### config.mk
export PLATFORM = sky130hd
export DESIGN_NAME = lossless_jpeg_scan_encoder_flat
export DESIGN_NICKNAME = d
export VERILOG_FILES = /design/src/rtl/lje_pkg.sv /design/src/rtl/lje_ifs.sv /design/src/rtl/lje_front.sv /design/src/rtl/lje_queue.sv /design/src/rtl/lje_back.sv /design/src/rtl/lossless_jpeg_scan_encoder.sv /design/src/flat_wrapper.sv
export SDC_FILE = /design/constraint.sdc
export NUM_CORES = 2
export LEC_CHECK = 0
export BUFFER_PORTS_ARGS = -buffer_cell sky130_fd_sc_hd__buf_2
export CORE_UTILIZATION = 30
export DETAILED_ROUTE_END_ITERATION = 6
export PLACE_DENSITY_LB_ADDON = 0.2
export REMOVE_ABC_BUFFERS = 1
export SLEW_MARGIN = 20
export SYNTH_ARGS = -nofsm -noshare
export SYNTH_HDL_FRONTEND = slang
export SYNTH_SLANG_ARGS = --single-unit
export TNS_END_PERCENT = 20
### constraint.sdc
create_clock -name clk -period 13.3 [get_ports clk]
set_input_delay 0 -clock clk [delete_from_list [all_inputs] [get_ports clk]]
set_output_delay 0 -clock clk [all_outputs]
set_load 0.02 [all_outputs]
### src/rtl/lje_pkg.sv
`timescale 1ns / 1ps
// Shared types and constants of the lossless JPEG scan encoder.
// No dependencies; the front, queue, back, top and testbench files import this package.
package lje_pkg;

  localparam int NUM_CATEGORIES = 17;
  localparam int QUEUE_DEPTH    = 4;
  localparam int QPTR_W         = $clog2(QUEUE_DEPTH);

  // request codes
  localparam logic [1:0] REQ_LOAD   = 2'd0;
  localparam logic [1:0] REQ_SAMPLE = 2'd1;
  localparam logic [1:0] REQ_FLUSH  = 2'd2;
  localparam logic [1:0] REQ_NONE   = 2'd3;

  localparam logic [15:0] FIRST_PRED  = 16'h8000;
  localparam logic [15:0] WIDTH_RESET = 16'd1;
  localparam logic [4:0]  MAX_LEN     = 5'd16;
  localparam logic [4:0]  CAT_FULL    = 5'd16;
  localparam logic [7:0]  BYTE_FF     = 8'hFF;
  localparam logic [7:0]  STUFF_BYTE  = 8'h00;
  localparam logic [2:0]  MAX_BYTES   = 3'd4;

  // one group of code bits handed from front to back, MSB first, left aligned
  typedef struct packed {
    logic        flush;
    logic [5:0]  nbits;
    logic [31:0] bits;
  } grp_t;

endpackage

### src/rtl/lje_ifs.sv
`timescale 1ns / 1ps
// Channel interfaces of the scan encoder: requests, output bytes, width register.
// No dependencies.
interface lje_req_if;
  logic        valid;
  logic        ready;
  logic [1:0]  req_type;
  logic [15:0] sample;
  logic [4:0]  table_symbol;
  logic [15:0] table_code;
  logic [4:0]  table_length;

  modport source(output valid, req_type, sample, table_symbol, table_code, table_length,
                 input ready);
  modport sink(input valid, req_type, sample, table_symbol, table_code, table_length,
               output ready);
endinterface

interface lje_byte_if;
  logic       valid;
  logic       ready;
  logic [7:0] out_byte;
  logic       last_of_run;

  modport source(output valid, out_byte, last_of_run, input ready);
  modport sink(input valid, out_byte, last_of_run, output ready);
endinterface

interface lje_cfg_if;
  logic        valid;
  logic        ready;
  logic [15:0] image_width;

  modport source(output valid, image_width, input ready);
  modport sink(input valid, image_width, output ready);
endinterface

### src/rtl/lje_front.sv
`timescale 1ns / 1ps
// Front end: accepts requests, predicts, classifies and looks up code tables,
// then pushes left-aligned bit groups into the queue. Uses lje_pkg and lje_ifs.
module lje_front
  import lje_pkg::*;
(
  input  logic          clk,
  input  logic          rst,
  lje_req_if.sink       req,
  lje_cfg_if.sink       cfg,
  input  logic          q_full,
  output logic          q_push,
  output grp_t          q_data
);

  logic [15:0] image_width;
  logic [15:0] left_sample;
  logic [15:0] row_first_sample;
  logic [15:0] column_position;
  logic        past_first_row;

  logic [15:0] code_table [NUM_CATEGORIES];
  logic [4:0]  length_table [NUM_CATEGORIES];

  // stage one registers
  logic        s1_valid;
  logic [1:0]  s1_type;
  logic [4:0]  s1_cat;
  logic [4:0]  s1_mlen;
  logic [15:0] s1_mag;
  logic [4:0]  s1_sym;
  logic [15:0] s1_code;
  logic [4:0]  s1_len;

  logic        s1_take;
  logic        accept;
  logic [15:0] pred;
  logic [15:0] diff;
  logic [15:0] absd;
  logic [15:0] mbits;
  logic [4:0]  cat;
  logic [4:0]  mlen;
  logic [15:0] mag_al;
  logic [15:0] col_inc;
  logic [4:0]  code_len;
  logic [15:0] code_al;
  logic [31:0] grp_bits;

  assign cfg.ready = 1'b1;

  // stage one drains when a load leaves or the queue has room
  assign s1_take   = s1_valid && ((s1_type == REQ_LOAD) || !q_full);
  assign req.ready = !s1_valid || s1_take;
  assign accept    = req.valid && req.ready;
  assign col_inc   = column_position + 16'd1;

  // predict and classify the incoming sample
  always_comb begin
    if (column_position == 16'd0) begin
      pred = past_first_row ? row_first_sample : FIRST_PRED;
    end else begin
      pred = left_sample;
    end
    diff  = req.sample - pred;
    absd  = diff[15] ? (~diff + 16'd1) : diff;
    mbits = diff[15] ? (diff - 16'd1) : diff;
    cat   = 5'd0;
    for (int i = 0; i < 15; i++) begin
      if (absd[i]) cat = 5'(i + 1);
    end
    if (diff == FIRST_PRED) cat = CAT_FULL;
    mlen   = (cat != 5'd0 && cat != CAT_FULL) ? cat : 5'd0;
    mag_al = (mlen != 5'd0) ? (mbits << (MAX_LEN - mlen)) : 16'd0;
  end

  // width register
  always_ff @(posedge clk) begin
    if (rst) begin
      image_width <= WIDTH_RESET;
    end else if (cfg.valid) begin
      image_width <= cfg.image_width;
    end
  end

  // position and predictor state, updated in request order
  always_ff @(posedge clk) begin
    if (rst) begin
      left_sample      <= '0;
      row_first_sample <= '0;
      column_position  <= '0;
      past_first_row   <= 1'b0;
    end else if (accept) begin
      if (req.req_type == REQ_SAMPLE) begin
        left_sample <= req.sample;
        if (column_position == 16'd0) row_first_sample <= req.sample;
        if (col_inc >= image_width) begin
          column_position <= '0;
          past_first_row  <= 1'b1;
        end else begin
          column_position <= col_inc;
        end
      end else if (req.req_type == REQ_FLUSH) begin
        column_position <= '0;
        past_first_row  <= 1'b0;
      end
    end
  end

  // stage one capture; unused request codes drop here
  always_ff @(posedge clk) begin
    if (rst) begin
      s1_valid <= 1'b0;
    end else if (accept && req.req_type != REQ_NONE) begin
      s1_valid <= 1'b1;
    end else if (s1_take) begin
      s1_valid <= 1'b0;
    end
  end

  always_ff @(posedge clk) begin
    if (accept) begin
      s1_type <= req.req_type;
      s1_cat  <= cat;
      s1_mlen <= mlen;
      s1_mag  <= mag_al;
      s1_sym  <= req.table_symbol;
      s1_code <= req.table_code;
      s1_len  <= req.table_length;
    end
  end

  // table writes happen at stage two so earlier samples see the old entry
  always_ff @(posedge clk) begin
    if (rst) begin
      for (int i = 0; i < NUM_CATEGORIES; i++) begin
        code_table[i]   <= '0;
        length_table[i] <= '0;
      end
    end else if (s1_take && s1_type == REQ_LOAD &&
                 s1_sym < 5'(NUM_CATEGORIES)) begin
      code_table[s1_sym]   <= s1_code;
      length_table[s1_sym] <= (s1_len > MAX_LEN) ? MAX_LEN : s1_len;
    end
  end

  // stage two: join code and magnitude bits, MSB first
  always_comb begin
    code_len = length_table[s1_cat];
    code_al  = code_table[s1_cat] << (MAX_LEN - code_len);
    grp_bits = {code_al, 16'd0} | ({s1_mag, 16'd0} >> code_len);
    q_data.flush = (s1_type == REQ_FLUSH);
    if (s1_type == REQ_FLUSH) begin
      q_data.nbits = 6'd0;
      q_data.bits  = '0;
    end else begin
      q_data.nbits = {1'b0, code_len} + {1'b0, s1_mlen};
      q_data.bits  = grp_bits;
    end
  end

  assign q_push = s1_valid && (s1_type != REQ_LOAD) && !q_full;

endmodule

### src/rtl/lje_queue.sv
`timescale 1ns / 1ps
// Short queue of bit groups between front and back end.
// Uses lje_pkg for grp_t and the depth.
module lje_queue
  import lje_pkg::*;
(
  input  logic clk,
  input  logic rst,
  input  logic push,
  input  grp_t push_data,
  output logic full,
  input  logic pop,
  output grp_t pop_data,
  output logic empty
);

  grp_t              slots [QUEUE_DEPTH];
  logic [QPTR_W-1:0] wptr;
  logic [QPTR_W-1:0] rptr;
  logic [QPTR_W:0]   count;

  assign full     = (count == (QPTR_W+1)'(QUEUE_DEPTH));
  assign empty    = (count == '0);
  assign pop_data = slots[rptr];

  // write the slot at the tail
  always_ff @(posedge clk) begin
    if (push) slots[wptr] <= push_data;
  end

  // advance pointers and occupancy
  always_ff @(posedge clk) begin
    if (rst) begin
      wptr  <= '0;
      rptr  <= '0;
      count <= '0;
    end else begin
      if (push) wptr <= wptr + 1'b1;
      if (pop)  rptr <= rptr + 1'b1;
      if (push && !pop) begin
        count <= count + 1'b1;
      end else if (pop && !push) begin
        count <= count - 1'b1;
      end
    end
  end

  a_no_overflow: assert property (@(posedge clk) disable iff (rst)
    full |-> !push) else $error("queue push while full");
  a_no_underflow: assert property (@(posedge clk) disable iff (rst)
    empty |-> !pop) else $error("queue pop while empty");

endmodule

### src/rtl/lje_back.sv
`timescale 1ns / 1ps
// Back end: packs bit groups into bytes, stuffs 0x00 after 0xFF, pads on flush,
// and drives the output register. Uses lje_pkg and lje_ifs.
module lje_back
  import lje_pkg::*;
(
  input  logic       clk,
  input  logic       rst,
  input  logic       q_empty,
  input  grp_t       q_data,
  output logic       q_pop,
  lje_byte_if.source res
);

  // top byte of work holds the pending bits while idle
  logic [39:0] work;
  logic [2:0]  nbytes;
  logic        stuff;
  logic [2:0]  pcnt;

  logic [7:0]  obyte;
  logic        olast;
  logic        ovalid;

  logic        idle;
  logic        out_free;
  logic        emit;
  logic [5:0]  total;
  logic [7:0]  head;

  assign idle     = (nbytes == 3'd0) && !stuff;
  assign out_free = !ovalid || res.ready;
  assign emit     = !idle && out_free;
  assign q_pop    = idle && !q_empty;
  assign total    = {3'd0, pcnt} + q_data.nbits;
  assign head     = work[39:32];

  assign res.valid       = ovalid;
  assign res.out_byte    = obyte;
  assign res.last_of_run = olast;

  // load a group or step out one byte
  always_ff @(posedge clk) begin
    if (rst) begin
      work   <= '0;
      nbytes <= '0;
      stuff  <= 1'b0;
      pcnt   <= '0;
    end else if (q_pop) begin
      if (q_data.flush) begin
        pcnt <= '0;
        if (pcnt != 3'd0) begin
          work   <= {head | (BYTE_FF >> pcnt), 32'd0};
          nbytes <= 3'd1;
        end else begin
          work   <= '0;
          nbytes <= 3'd0;
        end
      end else begin
        work   <= {head, 32'd0} | ({q_data.bits, 8'd0} >> pcnt);
        nbytes <= total[5:3];
        pcnt   <= total[2:0];
      end
    end else if (emit) begin
      if (stuff) begin
        stuff <= 1'b0;
      end else begin
        stuff  <= (head == BYTE_FF);
        work   <= {work[31:0], 8'd0};
        nbytes <= nbytes - 3'd1;
      end
    end
  end

  // output register
  always_ff @(posedge clk) begin
    if (rst) begin
      ovalid <= 1'b0;
    end else if (out_free) begin
      ovalid <= emit;
    end
  end

  always_ff @(posedge clk) begin
    if (emit) begin
      if (stuff) begin
        obyte <= STUFF_BYTE;
        olast <= (nbytes == 3'd0);
      end else begin
        obyte <= head;
        olast <= (nbytes == 3'd1) && (head != BYTE_FF);
      end
    end
  end

  a_bytes_bound: assert property (@(posedge clk) disable iff (rst)
    nbytes <= MAX_BYTES) else $error("too many bytes queued in packer");
  a_stuff_follows_ff: assert property (@(posedge clk) disable iff (rst)
    stuff |-> (ovalid && obyte == BYTE_FF)) else $error("stuffing without 0xFF");
  a_flush_clears: assert property (@(posedge clk) disable iff (rst)
    (q_pop && q_data.flush) |=> (pcnt == 3'd0)) else $error("flush left bits pending");

endmodule

### src/rtl/lossless_jpeg_scan_encoder.sv
`timescale 1ns / 1ps
// Lossless JPEG scan encoder (predictor 1, Huffman coded), top level.
// Depends on lje_pkg, lje_ifs, lje_front, lje_queue and lje_back.
//
// Channels: req carries table loads, samples and flush requests; res carries
// scan bytes with last_of_run on the final byte of each request; cfg writes
// image_width (always ready) only while the block is idle; the user ensures it, not the block.
// Path: with the queue and packer empty, a sample passes the front stage, the
// queue and the packer load, and then its first byte sits in the output register.
// Flow: the front takes one request per cycle while the queue has room; the
// packer takes a new group only once it has put out every byte of the last one,
// stuffing bytes included.
// Table loads produce no bytes and cost the packer nothing.
// Reset: synchronous, active high; clears tables, position, pending bits,
// and sets image_width to 1. No clearing pass is needed.
// Receiver stall: the output register holds its byte, the packer stops, the
// four-entry queue fills, and then req.ready drops until space returns.
module lossless_jpeg_scan_encoder
  import lje_pkg::*;
(
  input  logic       clk,
  input  logic       rst,
  lje_req_if.sink    req,
  lje_byte_if.source res,
  lje_cfg_if.sink    cfg
);

  logic q_push;
  logic q_full;
  logic q_pop;
  logic q_empty;
  grp_t q_in;
  grp_t q_out;

  lje_front u_front (
    .clk    (clk),
    .rst    (rst),
    .req    (req),
    .cfg    (cfg),
    .q_full (q_full),
    .q_push (q_push),
    .q_data (q_in)
  );

  lje_queue u_queue (
    .clk       (clk),
    .rst       (rst),
    .push      (q_push),
    .push_data (q_in),
    .full      (q_full),
    .pop       (q_pop),
    .pop_data  (q_out),
    .empty     (q_empty)
  );

  lje_back u_back (
    .clk     (clk),
    .rst     (rst),
    .q_empty (q_empty),
    .q_data  (q_out),
    .q_pop   (q_pop),
    .res     (res)
  );

endmodule

### src/flat_wrapper.sv
// flat-port wrapper written by rule: the top's interface ports become plain ports
module lossless_jpeg_scan_encoder_flat import lje_pkg::*;
  (clk, rst, req_valid, req_req_type, req_sample, req_table_symbol, req_table_code, req_table_length, req_ready, res_valid, res_out_byte, res_last_of_run, res_ready, cfg_valid, cfg_image_width, cfg_ready);
  lje_req_if req_i ();
  lje_byte_if res_i ();
  lje_cfg_if cfg_i ();
  input  logic clk;
  input  logic rst;
  input wire logic [$bits(req_i.valid)-1:0] req_valid;
  input wire logic [$bits(req_i.req_type)-1:0] req_req_type;
  input wire logic [$bits(req_i.sample)-1:0] req_sample;
  input wire logic [$bits(req_i.table_symbol)-1:0] req_table_symbol;
  input wire logic [$bits(req_i.table_code)-1:0] req_table_code;
  input wire logic [$bits(req_i.table_length)-1:0] req_table_length;
  output wire logic [$bits(req_i.ready)-1:0] req_ready;
  output wire logic [$bits(res_i.valid)-1:0] res_valid;
  output wire logic [$bits(res_i.out_byte)-1:0] res_out_byte;
  output wire logic [$bits(res_i.last_of_run)-1:0] res_last_of_run;
  input wire logic [$bits(res_i.ready)-1:0] res_ready;
  input wire logic [$bits(cfg_i.valid)-1:0] cfg_valid;
  input wire logic [$bits(cfg_i.image_width)-1:0] cfg_image_width;
  output wire logic [$bits(cfg_i.ready)-1:0] cfg_ready;
  assign req_i.valid = req_valid;
  assign req_i.req_type = req_req_type;
  assign req_i.sample = req_sample;
  assign req_i.table_symbol = req_table_symbol;
  assign req_i.table_code = req_table_code;
  assign req_i.table_length = req_table_length;
  assign req_ready = req_i.ready;
  assign res_valid = res_i.valid;
  assign res_out_byte = res_i.out_byte;
  assign res_last_of_run = res_i.last_of_run;
  assign res_i.ready = res_ready;
  assign cfg_i.valid = cfg_valid;
  assign cfg_i.image_width = cfg_image_width;
  assign cfg_ready = cfg_i.ready;
  lossless_jpeg_scan_encoder u_core (.clk(clk), .rst(rst), .req(req_i), .res(res_i), .cfg(cfg_i));
endmodule
# [After elaboration in Yosys (flattened, before gate mapping)]
# Memories as Yosys holds them, arrays and structs flattened. A register that Yosys moved wholly into a read port is not among the register bits.
# Cells that the tools add are included.
# Widths: inputs -> output; s select.
[word_totals] reg_bits=184 latchBits=0 ramBits=513 mem_bits_ro=0 elab_cells=172 mem_count=3
[op_classes] n_addsub=13 n_mul=0 div_mod_pow=0 order_cmp=3 n_eq_ne=12 n_shift=5 mux=63 bitwise=5 reduce_logical=45
[memory_table] memory="u_core.u_front.code_table" words=17 word_bits=16 rd=1 rd_ports_with_merged_regs=1 write_ports=17 line_no="lje_front.sv:22" source="logic [15:0] code_table [NUM_CATEGORIES];"
[memory_table] memory="u_core.u_queue.slots" words=4 word_bits=39 rd=1 rd_ports_with_merged_regs=1 write_ports=1 line_no="lje_queue.sv:17" source="grp_t slots [QUEUE_DEPTH];"
[memory_table] memory="u_core.u_front.length_table" words=17 word_bits=5 rd=1 rd_ports_with_merged_regs=1 write_ports=17 line_no="lje_front.sv:23" source="logic [4:0] length_table [NUM_CATEGORIES];"
[op_table] operator="$mux 40" count=5
[op_table] operator="$mux 16" count=7
[op_table] operator="$mux 5" count=22
[op_table] operator="$or 40x40->40" count=1
[op_table] operator="$shr 40x3->40" count=1
[op_table] operator="$mux 38" count=1
[op_table] operator="$or 32x32->32" count=1
[op_table] operator="$shl 16x5->16" count=2
[op_table] operator="$shr 32x5->32" count=1
[op_table] operator="$mux 3" count=7
[op_table] operator="$mux 1" count=18
[op_table] operator="$add 16x1->16 const B" count=1
[op_table] operator="$eq 16x16->1 const B" count=1
[op_table] operator="$ge 16x16->1" count=1
[op_table] operator="$logic_not 16->1" count=1
[op_table] operator="$reduce_or 16->1" count=1
[op_table] operator="$sub 16x1->16 const B" count=1
[op_table] operator="$sub 16x16->16" count=1
[op_table] operator="$add 15x1->15 const B" count=1
[op_table] operator="$mux 15" count=1
[op_table] operator="$not 15->15" count=1
[op_table] operator="$logic_and 1x1->1" count=14
[op_table] operator="$reduce_bool 2->1" count=5
[op_table] operator="$reduce_bool 5->1" count=2
[op_table] operator="29 further kinds" count=49

# [Logic depth before layout (Yosys ltp)]
[depth] word_depth=27 ltp_mapped=31

# [Cells and area by module]
# A second synthesis with hierarchy kept.
[unflattened] cells_unflattened=3406 area_unflattened_um2=48116.1
[modules_own_cells] mod="lje_front" n_inst=1 cells_per_inst=2707 area_per_inst_um2=38279.2 seq_area_each_um2=23192.2
[modules_own_cells] mod="lje_queue" n_inst=1 cells_per_inst=247 area_per_inst_um2=6047.0 seq_area_each_um2=4864.7
[modules_own_cells] mod="lje_back" n_inst=1 cells_per_inst=452 area_per_inst_um2=3789.9 seq_area_each_um2=1211.2

# [Worst setup path before layout]
# OpenSTA, ideal clock, no wires.
[synth_path] path_kind="register to register" startpoint="register u_core.u_front.column_position[0]" endpoint="register u_core.u_front.s1_mag[0] (data pin)" arrival_time_ns=6.178 slack_ns=6.952 stages_incl_launch_ff=30 period_less_slack_ns=6.348 cell_sequence="dfxtp_1 -> inv_1 -> ha_1 -> nor4b_2 -> and4_1 -> buf_4 -> clkbuf_1 -> nand3_1 -> nand2_1 -> ha_1 -> inv_1 -> fa_1 -> a211oi_2 -> o211a_1 -> nor4_1 -> or3_1 -> nor4_4 -> a31oi_2 -> xnor2_4 -> nand2b_2 -> o21ai_4 -> buf_4 -> ha_1 -> and3_1 -> ha_1 -> clkbuf_1 -> inv_1 -> or3_1 -> clkbuf_1 -> nor4_2"
[synth_via] elab_chain_cells=27 elab_cells_between_ends=32 cone_classes="add/sub: 4; eq/ne: 2; shift: 1; mux: 20; bitwise: 1; reduce/logical: 4"
[synth_lines] item="from (decl)" line_no="lje_front.sv:19" source="logic [15:0] column_position;"
[synth_lines] item="from (signal assigned)" line_no="lje_front.sv:100" source="column_position <= col_inc;"
[synth_lines] item="$logic_not 16->1 *" line_no="lje_front.sv:59" source="if (column_position == 16'd0) begin"
[synth_lines] item="$mux 16 *" line_no="lje_front.sv:59"
[synth_lines] item="$sub 16x16->16 *" line_no="lje_front.sv:64" source="diff = req.sample - pred;"
[synth_lines] item="$not 15->15" line_no="lje_front.sv:65" source="absd = diff[15] ? (~diff + 16'd1) : diff;"
[synth_lines] item="$add 15x1->15" line_no="lje_front.sv:65"
[synth_lines] item="$mux 15" line_no="lje_front.sv:65"
[synth_lines] item="$mux 1" line_no="lje_front.sv:69" source="if (absd[i]) cat = 5'(i + 1);"
[synth_lines] item="$mux 5 (14 in series)" line_no="lje_front.sv:69"
[synth_lines] item="$mux 5" line_no="lje_front.sv:71" source="if (diff == FIRST_PRED) cat = CAT_FULL;"
[synth_lines] item="$ne 5x5->1 or $reduce_bool 5->1 (tied branches)" line_no="lje_front.sv:72" source="mlen = (cat != 5'd0 && cat != CAT_FULL) ? cat : 5'd0;"
[synth_lines] item="$logic_and 1x1->1" line_no="lje_front.sv:72"
[synth_lines] item="$mux 5" line_no="lje_front.sv:72"
[synth_lines] item="$sub 5x5->5" line_no="lje_front.sv:73" source="mag_al = (mlen != 5'd0) ? (mbits << (MAX_LEN - mlen)) : 16'd0;"
[synth_lines] item="$shl 16x5->16" line_no="lje_front.sv:73"
[synth_lines] item="to (signal assigned)" line_no="lje_front.sv:125" source="s1_mag <= mag_al;"
[synth_lines] item="to (decl)" line_no="lje_front.sv:30" source="logic [15:0] s1_mag;"
# Mark *: on every way between the ends. The rest lies on a longest branch, timed or not.
# A chain may end at the register's enable or synchronous reset.

# [Worst setup path after layout]
[layout_path] startpoint="register u_core.u_front.column_position[0]" endpoint="register u_core.u_front.s1_mag[15] (data pin)"
# The elaborated chain is that of the path after synthesis.

==> impl_metrics.yaml <==
pwr:
  combPwrFrac_pct: 27.4
  sw_frac_of_total_pct: 31.4
  intPower_mw: 6.70
  max-vdd-ir-drop_mv: 0.109
  powerDensity_mw_per_mm2: 172
  leakage_nw: 21.3
  pwr-share-seq_pct: 40.4
  p_switching_mw: 3.07
  clock_power_share_pct: 32.2
routing:
  final_antenna_net_count: 0
  via_count: 29500
  drt-vias-per-instance: 4.90
  drc: 0
  drt-total-wl_um: 122000
  dr.first_iter.drc_count: 2271
  routedWlPerCell_um: 20.2
  drtPass1Iterations: 5
worst_setup_path:
  cp-start-kind: "flop"
  arrival_ps: 8400
  worst-path-buf-inv: 1
  critPathMaxFanout: 28
  endpoint_kind: "flop"
  cp_top_family: "simple AND/OR/NAND/NOR gates"
  cpMostUsedCell: "ha_1"
  critPathMaxStageDelay_ps: 1000
  required_ps: 13920
  path_class: "reg2reg"
  path_cells: "inv_1 > ha_1 > nor4b_2 > nand4_1 > a21oi_1 > ha_1 > a21oi_2 > o21ai_1 > a221oi_1 > nand3_1 > nand2_1 > a31oi_1 > xnor2_1 > and3_1 > o21ai_4 > ha_1 > nand3_1 > mux2_2 > o211a_1 > a221oi_1 > o21a_1"
  cp_slowest_cell: "ha_1"
  reg2reg_slack_ps: 5520
clock_tree:
  cts.reportedPaths.clkPinSlew_ps: 70
  clock_latency_ps: 770
  cts_hold_buf: 119
  clk_path_buf_depth: 3
  post_cts_buffers: 0
  cts_max_level: 3
  numClockSinks: 1017
  post_cts_resized: 0
  cts_tree: "built"
  clockRootBuffer: "clkbuf_16"
  cts_buffers: 114
yosys:
  yosys.cell_types.count: 103
  ys_top_cells_by_area: "edfxtp_1 (56%), mux4_2 (12%), dfxtp_1 (5.3%)"
  yosysTopAreaCell: "edfxtp_1"
  synth.most_common_cell: "edfxtp_1"
  yosys_warnings: 0
  synth-seq-cells: 1017
  synth_top_area_share_pct: 55.6
  synth-async-reset-ratio_pct: 0
  synth_edf_count: 890
  syn_inst: 3430
  synth_flop_cell: "edfxtp_1"
  synth.avg_cell_area_sq_um: 14.0
  synth_commonest_cells: "edfxtp_1 (890), and3_1 (297), mux4_2 (251), nor2_1 (251), nand2_1 (217)"
  synth.yosys.seq_area_share_pct: 60.9
  syn-cell-area_sq_mm: 0.0480
finish:
  area_growth_pct: 18.1
  fill_cells: 15300
  stdcell_count: 6024
  multi_input_area_sq_mm: 0.0187
  seq_area_sq_mm: 0.0293
  insertedDiodeCount: 0
  final_layout_size_suffix_gt1_share_pct: 17.3
  nets: 3979
floorplanning:
  start_util_pct: 30.3
  ios: 77
  core_area_sq_mm: 0.159
  chipWidth_um: 402
  dieArea_sq_mm: 0.162
  num_rows: 146
  dieHeight_um: 402
placement:
  placedCellCount: 5690
  routabilityCongestion: 0.837
  dpl.hpwl_um: 70900
  dp_slack_ps: 5610
  port_buffers: 75
global_route:
  grt_usage_pct: 15.0
  grt_pass1_wl_um: 188000
  globalRoute.totalOverflow: 0
  antenna_found_initial: 2
  grt_max_degree: 103
  grt_pass1_vias: 30300
worst_hold_path:
  hold_path.class: "in2reg"
timing:
  fmax_ghz: 0.128
  fin_ws_ps: 5520
  grt_setup_unrepaired: "false"
  final_hold_viol_count: 0
  worstMarginPinSlew_ps: 1130
  period_needed_ps: 7780
  relSlewSlack_pct: 24.8
  finClkSkew_ps: 103
  finalSetupTns_ps: 0
  fin_crit_sh_pct: 58.5
  drv_slew: 0
  setup_viol: 0
outcome:
  outcome: "finished, final reports clean"
job:
  maxCapViolations: 0
[metrics by stage]
stage               hold slack [ps]  cell area, sq um  utilization, %  power (mW)
floorplan                      69.1             48200               -        5.97
global placement                177             51800            32.6        6.68
detailed placement              178             51800            32.6        6.68
CTS                            12.4             56700            35.7        9.90
global route                   36.5             56700            35.7        10.3
finish                         75.6             56700            35.7        9.77
[power groups by stage]
stage | registers, mW | logic (mW) | clock network (mW)
2_1_floorplan | 4.10 | 1.87 | 0
3_3_place_gp | 4.02 | 2.66 | 0
3_5_place_dp | 4.02 | 2.66 | 0
4_1_cts | 3.96 | 2.70 | 3.24
5_1_grt | 3.98 | 2.94 | 3.37
6_report | 3.95 | 2.68 | 3.14
[logic make-up (layout without fill, tap and decap cells)]
group                      Yosys count  in the layout  share of synthesized area, %
AOI/OAI and AO/OA                  473            473                          6.77
xor gates and xnor gates            53             53                          1.04
buffers and inverters              346            552                          2.78
muxes                              431            431                          15.6
other                                2            318                        0.0156
DFF                               1017           1017                          60.9
adders and majority gates           60             60                          1.63
and+or+nand+nor                   1048           1048                          11.2
[per-layer routing]
metal | global-route usage, % | wire length, um | up-vias
met5 | 0 | 13 | -
met2 | 25.2 | 59200 | 577
li1 | - | - | 13900
met4 | 3.52 | 2190 | 2
met3 | 2.37 | 4800 | 152
met1 | 20.3 | 55500 | 14900
[worst register-to-register path, cell delays in order, from the launching register on]
cell and delay (ps):
dfxtp_1 360, inv_1 80, ha_1 130, nor4b_2 300
nand4_1 720, a21oi_1 390, ha_1 390, a21oi_2 280
o21ai_1 140, a221oi_1 530, nand3_1 350, nand2_1 740
a31oi_1 190, xnor2_1 320, and3_1 450, o21ai_4 210
ha_1 1010, nand3_1 160, mux2_2 320, o211a_1 150
a221oi_1 290, o21a_1 140
[cell type report]
type                            instances  area share (%)
Multi-Input combinational cell       2383            33.0
Timing Repair Buffer                  257            3.66
Clock buffer                          144            5.27
Clock inverter                         70            1.33
Sequential cell                      1017            51.6
Inverter                               81           0.538
Tap cell                             2072            4.57
[worst paths after layout]
path,start,end,depth (start not counted)
worst max-delay path,u_core.u_front.column_position[0]$_SDFFE_PP0P_,u_core.u_front.s1_mag[15]$_SDFFCE_PP0P_,21
worst min-delay path,req_req_type[0],u_core.u_front.s1_type[0]$_DFFE_PP_,2
worst max register to register,u_core.u_front.column_position[0]$_SDFFE_PP0P_,u_core.u_front.s1_mag[15]$_SDFFCE_PP0P_,21
worst min register to register,u_core.u_back.work[1]$_SDFFE_PP0P_,u_core.u_back.work[1]$_SDFFE_PP0P_,2
[cells in the final DEF (no fill, tap or decap), types with 15 or more instances in the layout]
master / netlist / final
a211oi_1: 18 / 18
a21o_1: 17 / 17
a21oi_1: 151 / 151
a22oi_1: 17 / 17
and2_1: 33 / 29
and3_1: 297 / 296
buf_2: 13 / 74
buf_4: 4 / 61
clkbuf_1: 215 / 29
clkbuf_16: 0 / 115
clkinv_1: 1 / 26
clkinv_2: 0 / 15
conb_1: 2 / 318
dfxtp_1: 127 / 120
dlygate4sd3_1: 0 / 119
edfxtp_1: 890 / 890
ha_1: 56 / 56
inv_1: 78 / 77
mux2_2: 42 / 42
mux2i_1: 136 / 131
mux4_2: 251 / 251
nand2_1: 217 / 217
nand2b_1: 32 / 31
nand3_1: 50 / 50
nor2_1: 251 / 249
nor2b_1: 25 / 23
nor3_1: 55 / 54
o211ai_1: 24 / 24
o21ai_0: 73 / 73
o221a_2: 23 / 23
o32ai_1: 18 / 18
or3_1: 24 / 24
xnor2_1: 37 / 37
[sequential cells by signal, indices dropped and copies added (netlist names), 4 cells and up, named ones only]
| register | flops |
|---|---|
| u_core.u_back.res.out_byte | 8 |
| u_core.u_back.work | 38 |
| u_core.u_front.code_table | 512 |
| u_core.u_front.column_position | 16 |
| u_core.u_front.image_width | 16 |
| u_core.u_front.left_sample | 16 |
| u_core.u_front.length_table | 160 |
| u_core.u_front.row_first_sample | 16 |
| u_core.u_front.s1_cat | 5 |
| u_core.u_front.s1_code | 16 |
| u_core.u_front.s1_len | 5 |
| u_core.u_front.s1_mag | 16 |
| u_core.u_front.s1_mlen | 4 |
| u_core.u_front.s1_sym | 5 |
| u_core.u_queue.slots | 156 |
(Power assumes the default switching activity.)
